==> src/rtl/core/edr_pkg.sv <==
// ----------------------------------------------------------------------------
// edr_pkg: shared types and constants for the edit-distance row stack
// Row geometry, cell and address widths, item and register codes.
// ----------------------------------------------------------------------------
package edr_pkg;

	localparam int MAX_BASE_LEN = 16;
	localparam int MAX_DEPTH    = 32;
	localparam int ROW_CELLS    = MAX_BASE_LEN + 1;
	localparam int MEM_DEPTH    = MAX_DEPTH * ROW_CELLS;
	localparam int CELL_W       = 6;
	localparam int ADDR_W       = $clog2(MEM_DEPTH);
	localparam int COUNT_W      = $clog2(MAX_DEPTH + 1);
	localparam int ROW_W        = $clog2(MAX_DEPTH);
	localparam int COL_W        = $clog2(ROW_CELLS);
	localparam int LEN_W        = 5;

	typedef enum logic [1:0] {
		KIND_APPEND = 2'd0,
		KIND_POP    = 2'd1,
		KIND_CLEAR  = 2'd2,
		KIND_NONE   = 2'd3
	} kind_t;

	typedef enum logic [1:0] {
		REG_BASE_LENGTH = 2'd0,
		REG_CHARS_LOW   = 2'd1,
		REG_CHARS_HIGH  = 2'd2,
		REG_UNUSED      = 2'd3
	} reg_idx_t;

	typedef struct packed {
		logic              en;
		logic [ADDR_W-1:0] addr;
		logic [CELL_W-1:0] data;
	} mem_wr_t;

	typedef struct packed {
		logic [CELL_W-1:0] tail;
		logic [CELL_W-1:0] best;
	} row_sum_t;

	// Row-major cell address: row * ROW_CELLS + column.
	function automatic logic [ADDR_W-1:0] cell_addr(input logic [ROW_W-1:0] row,
			input logic [COL_W-1:0] col);
		logic [ADDR_W+COL_W-1:0] prod;
		prod = (ADDR_W+COL_W)'(row) * (ADDR_W+COL_W)'(ROW_CELLS);
		return prod[ADDR_W-1:0] + ADDR_W'(col);
	endfunction

endpackage

==> src/rtl/core/edr_row_mem.sv <==
// ----------------------------------------------------------------------------
// edr_row_mem: row store
// Single write port, single read port, registered read data.
// ----------------------------------------------------------------------------
module edr_row_mem (
	input  logic                         clk,
	input  edr_pkg::mem_wr_t             wr,
	input  logic [edr_pkg::ADDR_W-1:0]   raddr,
	output logic [edr_pkg::CELL_W-1:0]   rdata
);

	logic [edr_pkg::CELL_W-1:0] mem_q [edr_pkg::MEM_DEPTH];
	logic [edr_pkg::CELL_W-1:0] rdata_q;

	always_ff @(posedge clk) begin
		if (wr.en) begin
			mem_q[wr.addr] <= wr.data;
		end
		rdata_q <= mem_q[raddr];
	end

	assign rdata = rdata_q;

endmodule

==> src/rtl/core/edr_cell_unit.sv <==
// ----------------------------------------------------------------------------
// edr_cell_unit: one dynamic-programming cell
// min(diagonal + substitution cost, above + 1, left + 1).
// ----------------------------------------------------------------------------
module edr_cell_unit (
	input  logic [edr_pkg::CELL_W-1:0] diag,
	input  logic [edr_pkg::CELL_W-1:0] up,
	input  logic [edr_pkg::CELL_W-1:0] left,
	input  logic                       match,
	output logic [edr_pkg::CELL_W-1:0] cell_min
);

	logic [edr_pkg::CELL_W-1:0] sub_c;
	logic [edr_pkg::CELL_W-1:0] del_c;
	logic [edr_pkg::CELL_W-1:0] ins_c;
	logic [edr_pkg::CELL_W-1:0] m1;

	// cells never exceed MAX_DEPTH, so +1 cannot wrap
	assign sub_c    = diag + (match ? '0 : edr_pkg::CELL_W'(1));
	assign del_c    = up + edr_pkg::CELL_W'(1);
	assign ins_c    = left + edr_pkg::CELL_W'(1);
	assign m1       = (del_c < sub_c) ? del_c : sub_c;
	assign cell_min = (ins_c < m1) ? ins_c : m1;

endmodule

==> src/rtl/core/incremental_edit_distance_row_stack.sv <==
// ----------------------------------------------------------------------------
// incremental_edit_distance_row_stack: Levenshtein row stack against a base word
//
// Channel   Direction  Handshake                  Payload
// item      in         start & !busy              kind, symbol
// result    out        done (one cycle, no stall) distance, best_reachable,
//                                                 depth, ignored
// config    in         APB write (psel/penable)   base_length, base_chars_*
//
// Append: busy from the accepting edge until the last of the L cells (L =
// effective base length), one cell per cycle through the shared cell unit fed
// by the row store read port; done follows in the cycle after the last cell.
// Pop, clear and ignored items: done the cycle after the transfer, no busy.
// Reset leaves the stack empty; row store contents are not cleared.
// The receiver cannot stall; done is a single-cycle strobe.
// ----------------------------------------------------------------------------
module incremental_edit_distance_row_stack (
	input  logic        clk,
	input  logic        arst_n,
	// item
	input  logic        start,
	output logic        busy,
	input  logic [1:0]  kind,
	input  logic [7:0]  symbol,
	// result
	output logic        done,
	output logic [5:0]  distance,
	output logic [5:0]  best_reachable,
	output logic [5:0]  depth,
	output logic        ignored,
	// configuration
	input  logic        psel,
	input  logic        penable,
	input  logic        pwrite,
	input  logic [4:0]  paddr,
	input  logic [63:0] pwdata,
	output logic [63:0] prdata,
	output logic        pready
);

	localparam int CW = edr_pkg::CELL_W;
	localparam int RW = edr_pkg::ROW_W;
	localparam int JW = edr_pkg::COL_W;
	localparam int NW = edr_pkg::COUNT_W;

	typedef enum logic {ST_IDLE, ST_ROW} state_t;

	state_t                       state_q;
	logic [NW-1:0]                count_q;
	logic [edr_pkg::LEN_W-1:0]    base_length_q;
	logic [63:0]                  chars_low_q;
	logic [63:0]                  chars_high_q;
	logic [JW-1:0]                j_q;
	logic [7:0]                   sym_q;
	logic [CW-1:0]                diag_q;
	logic [CW-1:0]                left_q;
	logic [CW-1:0]                min_q;
	logic [CW-1:0]                top_dist_q;
	logic [CW-1:0]                top_best_q;
	edr_pkg::row_sum_t            summ_q [edr_pkg::MAX_DEPTH];
	logic                         done_q;
	logic [5:0]                   distance_q;
	logic [5:0]                   best_q;
	logic [5:0]                   depth_q;
	logic                         ignored_q;

	logic                         cfg_wr;
	edr_pkg::reg_idx_t            cfg_idx;
	logic [edr_pkg::LEN_W-1:0]    eff_len;
	logic [JW-1:0]                len_col;
	logic [127:0]                 base_chars;
	logic [3:0]                   char_idx;
	logic [7:0]                   base_ch;
	logic [CW-1:0]                up;
	logic [CW-1:0]                cell_min;
	logic [CW-1:0]                fin_best;
	logic [RW-1:0]                new_row;
	logic [RW-1:0]                prev_row;
	logic [RW-1:0]                pop_row;
	logic [CW-1:0]                r_val;
	logic [CW-1:0]                cur_dist;
	logic [CW-1:0]                cur_best;
	logic                         accept;
	edr_pkg::mem_wr_t             mem_wr;
	logic [edr_pkg::ADDR_W-1:0]   mem_raddr;
	logic [CW-1:0]                mem_rdata;

	assign pready  = 1'b1;
	assign cfg_wr  = psel & penable & pwrite & pready;
	assign cfg_idx = edr_pkg::reg_idx_t'(paddr[4:3]);

	always_comb begin
		case (cfg_idx)
			edr_pkg::REG_BASE_LENGTH: prdata = 64'(base_length_q);
			edr_pkg::REG_CHARS_LOW:   prdata = chars_low_q;
			edr_pkg::REG_CHARS_HIGH:  prdata = chars_high_q;
			default:                  prdata = '0;
		endcase
	end

	assign eff_len    = (base_length_q > edr_pkg::LEN_W'(edr_pkg::MAX_BASE_LEN)) ?
	                    edr_pkg::LEN_W'(edr_pkg::MAX_BASE_LEN) : base_length_q;
	assign len_col    = JW'(eff_len);
	assign base_chars = {chars_high_q, chars_low_q};
	assign char_idx   = 4'(j_q - JW'(1));
	assign base_ch    = base_chars[{char_idx, 3'b000} +: 8];

	assign busy   = (state_q != ST_IDLE);
	assign accept = start & ~busy;

	assign new_row  = count_q[RW-1:0];
	assign prev_row = count_q[RW-1:0] - RW'(1);
	assign pop_row  = count_q[RW-1:0] - RW'(2);
	assign r_val    = CW'(count_q) + CW'(1);

	// row 0 is implicit: cell j holds j
	assign up = (count_q == '0) ? CW'(j_q) : mem_rdata;

	edr_cell_unit u_cell (
		.diag     (diag_q),
		.up       (up),
		.left     (left_q),
		.match    (base_ch == sym_q),
		.cell_min (cell_min)
	);

	assign fin_best = (cell_min < min_q) ? cell_min : min_q;

	// summary of the current top row
	assign cur_dist = (count_q == '0) ? CW'(eff_len) : top_dist_q;
	assign cur_best = (count_q == '0) ? '0 : top_best_q;

	always_comb begin
		mem_wr    = '0;
		mem_raddr = edr_pkg::cell_addr(prev_row, JW'(1));
		if (state_q == ST_ROW) begin
			mem_wr.en   = 1'b1;
			mem_wr.addr = edr_pkg::cell_addr(new_row, j_q);
			mem_wr.data = cell_min;
			mem_raddr   = edr_pkg::cell_addr(prev_row, j_q + JW'(1));
		end else if (accept && edr_pkg::kind_t'(kind) == edr_pkg::KIND_APPEND &&
				count_q < NW'(edr_pkg::MAX_DEPTH)) begin
			mem_wr.en   = 1'b1;
			mem_wr.addr = edr_pkg::cell_addr(new_row, '0);
			mem_wr.data = r_val;
		end
	end

	edr_row_mem u_mem (
		.clk   (clk),
		.wr    (mem_wr),
		.raddr (mem_raddr),
		.rdata (mem_rdata)
	);

	// row summaries, one per stored row
	always_ff @(posedge clk) begin
		if (state_q == ST_ROW && j_q == len_col) begin
			summ_q[new_row] <= '{tail: cell_min, best: fin_best};
		end else if (accept && edr_pkg::kind_t'(kind) == edr_pkg::KIND_APPEND &&
				count_q < NW'(edr_pkg::MAX_DEPTH) && eff_len == '0) begin
			summ_q[new_row] <= '{tail: r_val, best: r_val};
		end
	end

	always_ff @(posedge clk or negedge arst_n) begin
		if (!arst_n) begin
			state_q       <= ST_IDLE;
			count_q       <= '0;
			base_length_q <= '0;
			chars_low_q   <= '0;
			chars_high_q  <= '0;
			done_q        <= 1'b0;
			j_q           <= '0;
			sym_q         <= '0;
			diag_q        <= '0;
			left_q        <= '0;
			min_q         <= '0;
			top_dist_q    <= '0;
			top_best_q    <= '0;
			distance_q    <= '0;
			best_q        <= '0;
			depth_q       <= '0;
			ignored_q     <= 1'b0;
		end else begin
			done_q <= 1'b0;
			if (cfg_wr) begin
				case (cfg_idx)
					edr_pkg::REG_BASE_LENGTH: begin
						base_length_q <= pwdata[edr_pkg::LEN_W-1:0];
						count_q       <= '0;
					end
					edr_pkg::REG_CHARS_LOW: begin
						chars_low_q <= pwdata;
						count_q     <= '0;
					end
					edr_pkg::REG_CHARS_HIGH: begin
						chars_high_q <= pwdata;
						count_q      <= '0;
					end
					default: ;
				endcase
			end
			case (state_q)
				ST_IDLE: begin
					if (accept) begin
						sym_q <= symbol;
						case (edr_pkg::kind_t'(kind))
							edr_pkg::KIND_APPEND: begin
								if (count_q < NW'(edr_pkg::MAX_DEPTH)) begin
									if (eff_len == '0) begin
										count_q    <= count_q + NW'(1);
										top_dist_q <= r_val;
										top_best_q <= r_val;
										done_q     <= 1'b1;
										distance_q <= r_val;
										best_q     <= r_val;
										depth_q    <= 6'(count_q + NW'(1));
										ignored_q  <= 1'b0;
									end else begin
										state_q <= ST_ROW;
										j_q     <= JW'(1);
										diag_q  <= CW'(count_q);
										left_q  <= r_val;
										min_q   <= r_val;
									end
								end else begin
									done_q     <= 1'b1;
									distance_q <= cur_dist;
									best_q     <= cur_best;
									depth_q    <= 6'(count_q);
									ignored_q  <= 1'b1;
								end
							end
							edr_pkg::KIND_POP: begin
								done_q <= 1'b1;
								if (count_q == '0) begin
									distance_q <= cur_dist;
									best_q     <= cur_best;
									depth_q    <= '0;
									ignored_q  <= 1'b1;
								end else begin
									count_q   <= count_q - NW'(1);
									depth_q   <= 6'(count_q - NW'(1));
									ignored_q <= 1'b0;
									if (count_q == NW'(1)) begin
										distance_q <= CW'(eff_len);
										best_q     <= '0;
									end else begin
										top_dist_q <= summ_q[pop_row].tail;
										top_best_q <= summ_q[pop_row].best;
										distance_q <= summ_q[pop_row].tail;
										best_q     <= summ_q[pop_row].best;
									end
								end
							end
							edr_pkg::KIND_CLEAR: begin
								done_q     <= 1'b1;
								count_q    <= '0;
								distance_q <= CW'(eff_len);
								best_q     <= '0;
								depth_q    <= '0;
								ignored_q  <= (count_q == '0);
							end
							default: begin
								done_q     <= 1'b1;
								distance_q <= cur_dist;
								best_q     <= cur_best;
								depth_q    <= 6'(count_q);
								ignored_q  <= 1'b1;
							end
						endcase
					end
				end
				ST_ROW: begin
					diag_q <= up;
					left_q <= cell_min;
					min_q  <= fin_best;
					j_q    <= j_q + JW'(1);
					if (j_q == len_col) begin
						state_q    <= ST_IDLE;
						count_q    <= count_q + NW'(1);
						top_dist_q <= cell_min;
						top_best_q <= fin_best;
						done_q     <= 1'b1;
						distance_q <= cell_min;
						best_q     <= fin_best;
						depth_q    <= 6'(count_q + NW'(1));
						ignored_q  <= 1'b0;
					end
				end
				default: state_q <= ST_IDLE;
			endcase
		end
	end

	assign done           = done_q;
	assign distance       = distance_q;
	assign best_reachable = best_q;
	assign depth          = depth_q;
	assign ignored        = ignored_q;

endmodule
==> config.mk <==
export PLATFORM = sky130hd
export DESIGN_NAME = incremental_edit_distance_row_stack
export DESIGN_NICKNAME = d
export VERILOG_FILES = /design/src/rtl/core/edr_pkg.sv /design/src/rtl/core/edr_row_mem.sv /design/src/rtl/core/edr_cell_unit.sv /design/src/rtl/core/incremental_edit_distance_row_stack.sv
export SDC_FILE = /design/constraint.sdc
export NUM_CORES = 2
export LEC_CHECK = 0
export BUFFER_PORTS_ARGS = -buffer_cell sky130_fd_sc_hd__clkbuf_2
export CAP_MARGIN = 20
export CELL_PAD_IN_SITES_DETAIL_PLACEMENT = 1
export CELL_PAD_IN_SITES_GLOBAL_PLACEMENT = 1
export CORE_ASPECT_RATIO = 1.25
export CORE_MARGIN = 2
export CORE_UTILIZATION = 45
export CTS_BUF_LIST = sky130_fd_sc_hd__clkbuf_16
export DETAILED_ROUTE_END_ITERATION = 6
export PLACE_DENSITY = 0.72
export SLEW_MARGIN = 20
export SYNTH_ARGS = -nofsm -noshare
export SYNTH_HDL_FRONTEND = slang
export SYNTH_SLANG_ARGS = --single-unit
==> constraint.sdc <==
create_clock -name clk -period 28.1 [get_ports clk]
set_input_delay 2.81 -clock clk [delete_from_list [all_inputs] [get_ports clk]]
set_output_delay 2.81 -clock clk [all_outputs]
set_load 0.05 [all_outputs]
* Yosys cells after proc, flatten, opt, wreduce, memory -nomap -nowiden *
Memory sizes are Yosys's and may differ from the RTL's. A register that Yosys moved wholly into a read port is not among the register bits.
Cells that the tools add are included.

word-level totals
  flip-flop bits (word level) = 203
  latch bits = 0
  bits in writable memories = 3648
  ROM bits = 0
  input bits = 85
  output and inout bits = 86
  word-level logic and storage cells = 174
  memories = 2

operators by class
  add/subtract/negate cells = 12
  multipliers = 2
  div/mod/pow operators = 0
  $lt $le $gt $ge = 5
  equality and inequality tests = 18
  shift-type cells = 1
  multiplexer cells = 96
  bitwise operators = 5
  reductions and logical operators = 16

memories
  name         depth  width  read ports  clocked after memory_dff  write ports  line                                       source
  u_mem.mem_q  544    6      1           1                         1            edr_row_mem.sv:12                          logic [edr_pkg::CELL_W-1:0] mem_q [edr_pkg::MEM_DEPTH];
  summ_q       32     12     1           0                         1            incremental_edit_distance_row_stack.sv:60  edr_pkg::row_sum_t summ_q [edr_pkg::MAX_DEPTH];

operator list
  cell                   number
  $mux 6                 43
  $pmux 64 s3            1
  $pmux 6 s2             11
  $shiftx 128x8->8       1
  $pmux 6 s3             4
  $mux 17                2
  $mux 5                 5
  $mux 1                 23
  $add 10x5->10          2
  $mul 5x5->10 const B   2
  $add 6x1->6 const B    3
  $lt 6x6->1             3
  $mux 12                1
  $add 10x1->10 const B  1
  $mux 10                1
  $pmux 5 s2             1
  $eq 8x8->1             1
  $reduce_and 2->1       4
  $reduce_and 7->1       1
  $add 6x6->6            1
  $eq 6x1->1 const B     1
  $logic_not 6->1        1
  $lt 6x6->1 const B     1
  $ne 2x1->1 const B     3
  25 further kinds       38

* Longest topological paths before layout *
  depth after elaboration = 13
  mapped depth = 40
  depth with buffers taken out = 38

* By module *
From an unflattened synthesis, not the netlist that was laid out.

unflattened totals
  cells, all modules = 7802
  area, all modules = 155690.6 um2

modules (own cells, without submodules)
  module                               instances  cells an instance  area each (um2)  sequential area each (um2)
  edr_row_mem                          1          5858               127715.0         98134.1
  incremental_edit_distance_row_stack  1          1865               27318.7          16610.9
  edr_cell_unit                        1          79                 656.9            0.0

* Worst setup path before layout *
No wires, ideal clock.

  path kind = input to register
  start point = input kind[0]
  end point = memory u_mem.mem_q[0][1] (netlist bit), data pin
  setup time = 4418 ps
  data arrival time = 24728 ps
  data required time = 23682 ps
  setup slack = -1046 ps
  stages on the path = 7
  path buffers = 2
  path through = inv_1 > ha_1 > nor2b_1 > clkbuf_1 > nand2_1 > clkbuf_1 > o21ai_0

RTL lines
  what         line                                       source
  from (decl)  incremental_edit_distance_row_stack.sv:23  input logic [1:0] kind,
  to (decl)    edr_row_mem.sv:12

==> impl_metrics.csv <==
group,metric,value,unit
status,outcome,"completed",
placement,io_buffers,166,
global_routing,grt_max_degree,256,
sta,maxSlewViolCount,0,
synthesis,yosysWarnings,0,
cts,cts_hold_buffers,0,
floorplanning,die_x,527.6,um
placement,placement.cell_area,160900,sq um
floorplanning,io_pins,171,
critical_path,startpoint_type,"flop",
critical_path,cpPeakStageDelay,780,ps
layout,area_growth,12.17,%
cts,cts_setup_buffers,0,
floorplanning,chipHeight,658.6,um
synthesis,synth_cell_type_count,84,
route,vias,77030,
sta,rsz0062_at_grt,"no",
synthesis,synthCells,7446,
route,route.detailed.drc,0,
layout,finalInstanceArea,173000,sq um
critical_path,path_delay_family,"buffers and inverters",
sta,setup_viol,0,
critical_path,arrival,12590,ps
placement,pre_cts_ws,16000,ps
layout,final_common_cell,"edfxtp_1",
synthesis,async_reset_ff_frac,0.05263,
cts,clock-sinks,3857,
layout,finalNetCount,7857,
global_routing,grt_usage,0.2349,
synthesis,synth_area,154200,sq um
route,drt_iter0_drc,9035,
layout,layout-drive-gt1-share,0.2868,
sta,fin_skew,65.17,ps
critical_path,path_max_fanout,73,
route,drtAntennaViolNets,0,
synthesis,ys_seq_area_frac,0.7439,
synthesis,synth-seq-cells,3857,
job,cap_violations,0,
route,wl_per_cell,32.66,um
sta,clock.fmax,0.08349,GHz
cts,cts_tree,"done",
synthesis,synth.net_count,7580,
global_routing,antenna_found_initial,20,
cts,numCtsBuffers,367,
min_path,hold_path.class,"flop to flop",
route,totalWireLength,408.6,mm
sta,final_hold_viol_count,0,
sta,min_period,11980,ps
critical_path,path_class,"flop to flop",
cts,clk_pin_slew,70,ps
floorplanning,fp.coreArea,341400,sq um
critical_path,crit_slowest_cell,"buf_4",
cts,ctsResizeCount,0,
layout,final_cell_mix,"edfxtp_1 (3648), mux4_2 (1168), nor2_1 (680)",
global_routing,grt_pass1_wl,596.3,mm
synthesis,synthFlopType,"edfxtp_1",
floorplanning,row_count,240,
cts,htree_levels,5,
synthesis,synth_edf_count,3648,
cts,cts_buffer_depth,4,
route,drt_pass1_iterations,6,
synthesis,syn_avg_cell_area,20.71,sq um
route,avgViaCountPerCell,6.156,
global_routing,grt_pass1_vias,81720,
sta,worstMarginPinSlew,1260,ps
sta,slew_headroom,0.1558,
floorplanning,start_util,0.4517,
floorplanning,dieArea,347500,sq um
cts,clock_latency,970,ps
placement,gp_congestion,0.8659,
critical_path,required,28710,ps
critical_path,endpoint_kind,"flop",
cts,root_buffer,"clkbuf_16",
critical_path,cp.buffers_inverters,7,
sta,fin_crit_sh,0.4262,
global_routing,grt_remaining_overflow,0,
placement,hpwl,245.5,mm
sta,setup_ws,16120,ps
[registers in the layout, summed over array words and instances (netlist names), 6 cells and up]
| name | flops |
|---|---|
| count_q | 6 |
| chars_high_q | 64 |
| summ_q | 384 |
| depth | 6 |
| u_mem.rdata | 6 |
| top_dist_q | 6 |
| left_q | 6 |
| distance | 6 |
| best_reachable | 6 |
| chars_low_q | 64 |
| min_q | 6 |
| u_mem.mem_q | 3264 |
| diag_q | 6 |
| sym_q | 8 |
| top_best_q | 6 |
[layout make-up]
class,count,area [sq um]
Fill cell,30150,168400
Sequential cell,3857,114800
Multi-Input combinational cell,3101,37950
Clock buffer,379,9484
Tap cell,4477,5602
Timing Repair Buffer,365,2534
Clock inverter,283,2521
Inverter,31,116.4
Antenna cell,20,50.05
[per-layer routing]
metal / vias up / GRT usage / routed length (um)
met1: 41730 / 0.3093 / 154900
met4: 8 / 0.08569 / 15440
li1: 31280 / - / -
met5: - / 0 / 40
met3: 681 / 0.03651 / 29750
met2: 3332 / 0.3966 / 208500
[worst register-to-register path: cells and delay by family (launching register included)]
| family | cells | cell delay, ps |
|---|---|---|
| DFF | 1 | 760 |
| AOI/OAI and AO/OA | 8 | 2380 |
| and+or+nand+nor | 8 | 2400 |
| muxes | 3 | 1200 |
| xor gates and xnor gates | 2 | 300 |
| buffers and inverters | 7 | 3210 |
| adders and majority gates | 4 | 1350 |
[final timing paths]
| path | start | depth (start not counted) | slack (ps) | endpoint |
|---|---|---|---|---|
| hold reg to reg | sym_q[0]$_DFFE_PN0P_ | 2 | 510 | sym_q[0]$_DFFE_PN0P_ |
| max in group asynchronous | arst_n | 2 | 24730 | chars_low_q[13]$_DFFE_PN0P_ |
| hold / removal | sym_q[0]$_DFFE_PN0P_ | 2 | 510 | sym_q[0]$_DFFE_PN0P_ |
| min in group asynchronous | arst_n | 1 | 1940 | chars_low_q[62]$_DFFE_PN0P_ |
| setup / recovery | j_q[0]$_DFFE_PN0P_ | 32 | 16120 | u_mem.mem_q[492][5]$_DFFE_PP_ |
| setup reg to reg | j_q[0]$_DFFE_PN0P_ | 32 | 16120 | u_mem.mem_q[492][5]$_DFFE_PP_ |
[cell usage after synthesis, types with 5 or more instances]
| cell | n | area [sq um] |
|---|---|---|
| a31oi_1 | 48 | 300.3 |
| a21oi_1 | 75 | 375.4 |
| edfxtp_1 | 3648 | 109500 |
| inv_1 | 29 | 108.9 |
| a221oi_1 | 11 | 96.34 |
| nor2_1 | 691 | 2594 |
| a32oi_1 | 16 | 140.1 |
| a21o_1 | 15 | 112.6 |
| and3_1 | 15 | 93.84 |
| xor2_1 | 31 | 271.5 |
| clkbuf_1 | 246 | 923.4 |
| xnor2_1 | 24 | 210.2 |
| mux2_2 | 147 | 1655 |
| and4b_1 | 5 | 50.05 |
| o21a_1 | 6 | 45.04 |
| dfrtp_1 | 203 | 5080 |
| o211ai_1 | 7 | 52.55 |
| ha_1 | 47 | 588.1 |
| a211oi_1 | 25 | 187.7 |
| nand3_1 | 61 | 305.3 |
| a32o_1 | 10 | 100.1 |
| mux4_2 | 1168 | 26310 |
| a22o_1 | 62 | 543.0 |
| nand3b_1 | 6 | 45.04 |
| mux2i_1 | 58 | 580.6 |
| o22ai_1 | 6 | 37.54 |
| dfxtp_1 | 6 | 120.1 |
| nor3_1 | 9 | 45.04 |
| a22oi_1 | 14 | 105.1 |
| nand2_1 | 338 | 1269 |
| buf_1 | 144 | 540.5 |
| buf_2 | 64 | 320.3 |
| nand4_1 | 9 | 56.30 |
| nand2b_1 | 9 | 56.30 |
| o21ai_0 | 78 | 390.4 |
| nor2b_1 | 20 | 125.1 |
| or3_1 | 7 | 43.79 |
[cells by family (layout without fill, tap and decap cells)]
kind of cell / count (synthesis) / count (layout) / share of synthesized area
DFF: 3857 / 3857 / 0.7439
muxes: 1376 / 1376 / 0.1854
and+or+nand+nor: 1193 / 1193 / 0.03156
buffers and inverters: 488 / 1058 / 0.01249
AOI/OAI and AO/OA: 426 / 426 / 0.01932
xor gates and xnor gates: 55 / 55 / 0.003123
adders and majority gates: 50 / 50 / 0.004145
other: 1 / 21 / 0.00002431
[metrics by stage]
stage / std cells / TNS (ps) / utilization / hold WS, ps
after floorplan: 7446 / -2206310 / - / 465.5
after global placement: 11830 / 0 / 0.4711 / 488.3
after detailed placement: 11830 / 0 / 0.4712 / 487.0
after CTS: 12490 / 0 / 0.5064 / 507.5
after global routing: 12500 / 0 / 0.5066 / 531.4
final: 12510 / 0 / 0.5067 / 510.0
Power is not shown: default switching activity piles up to over one toggle a cycle in this logic, so the estimate is an artifact.
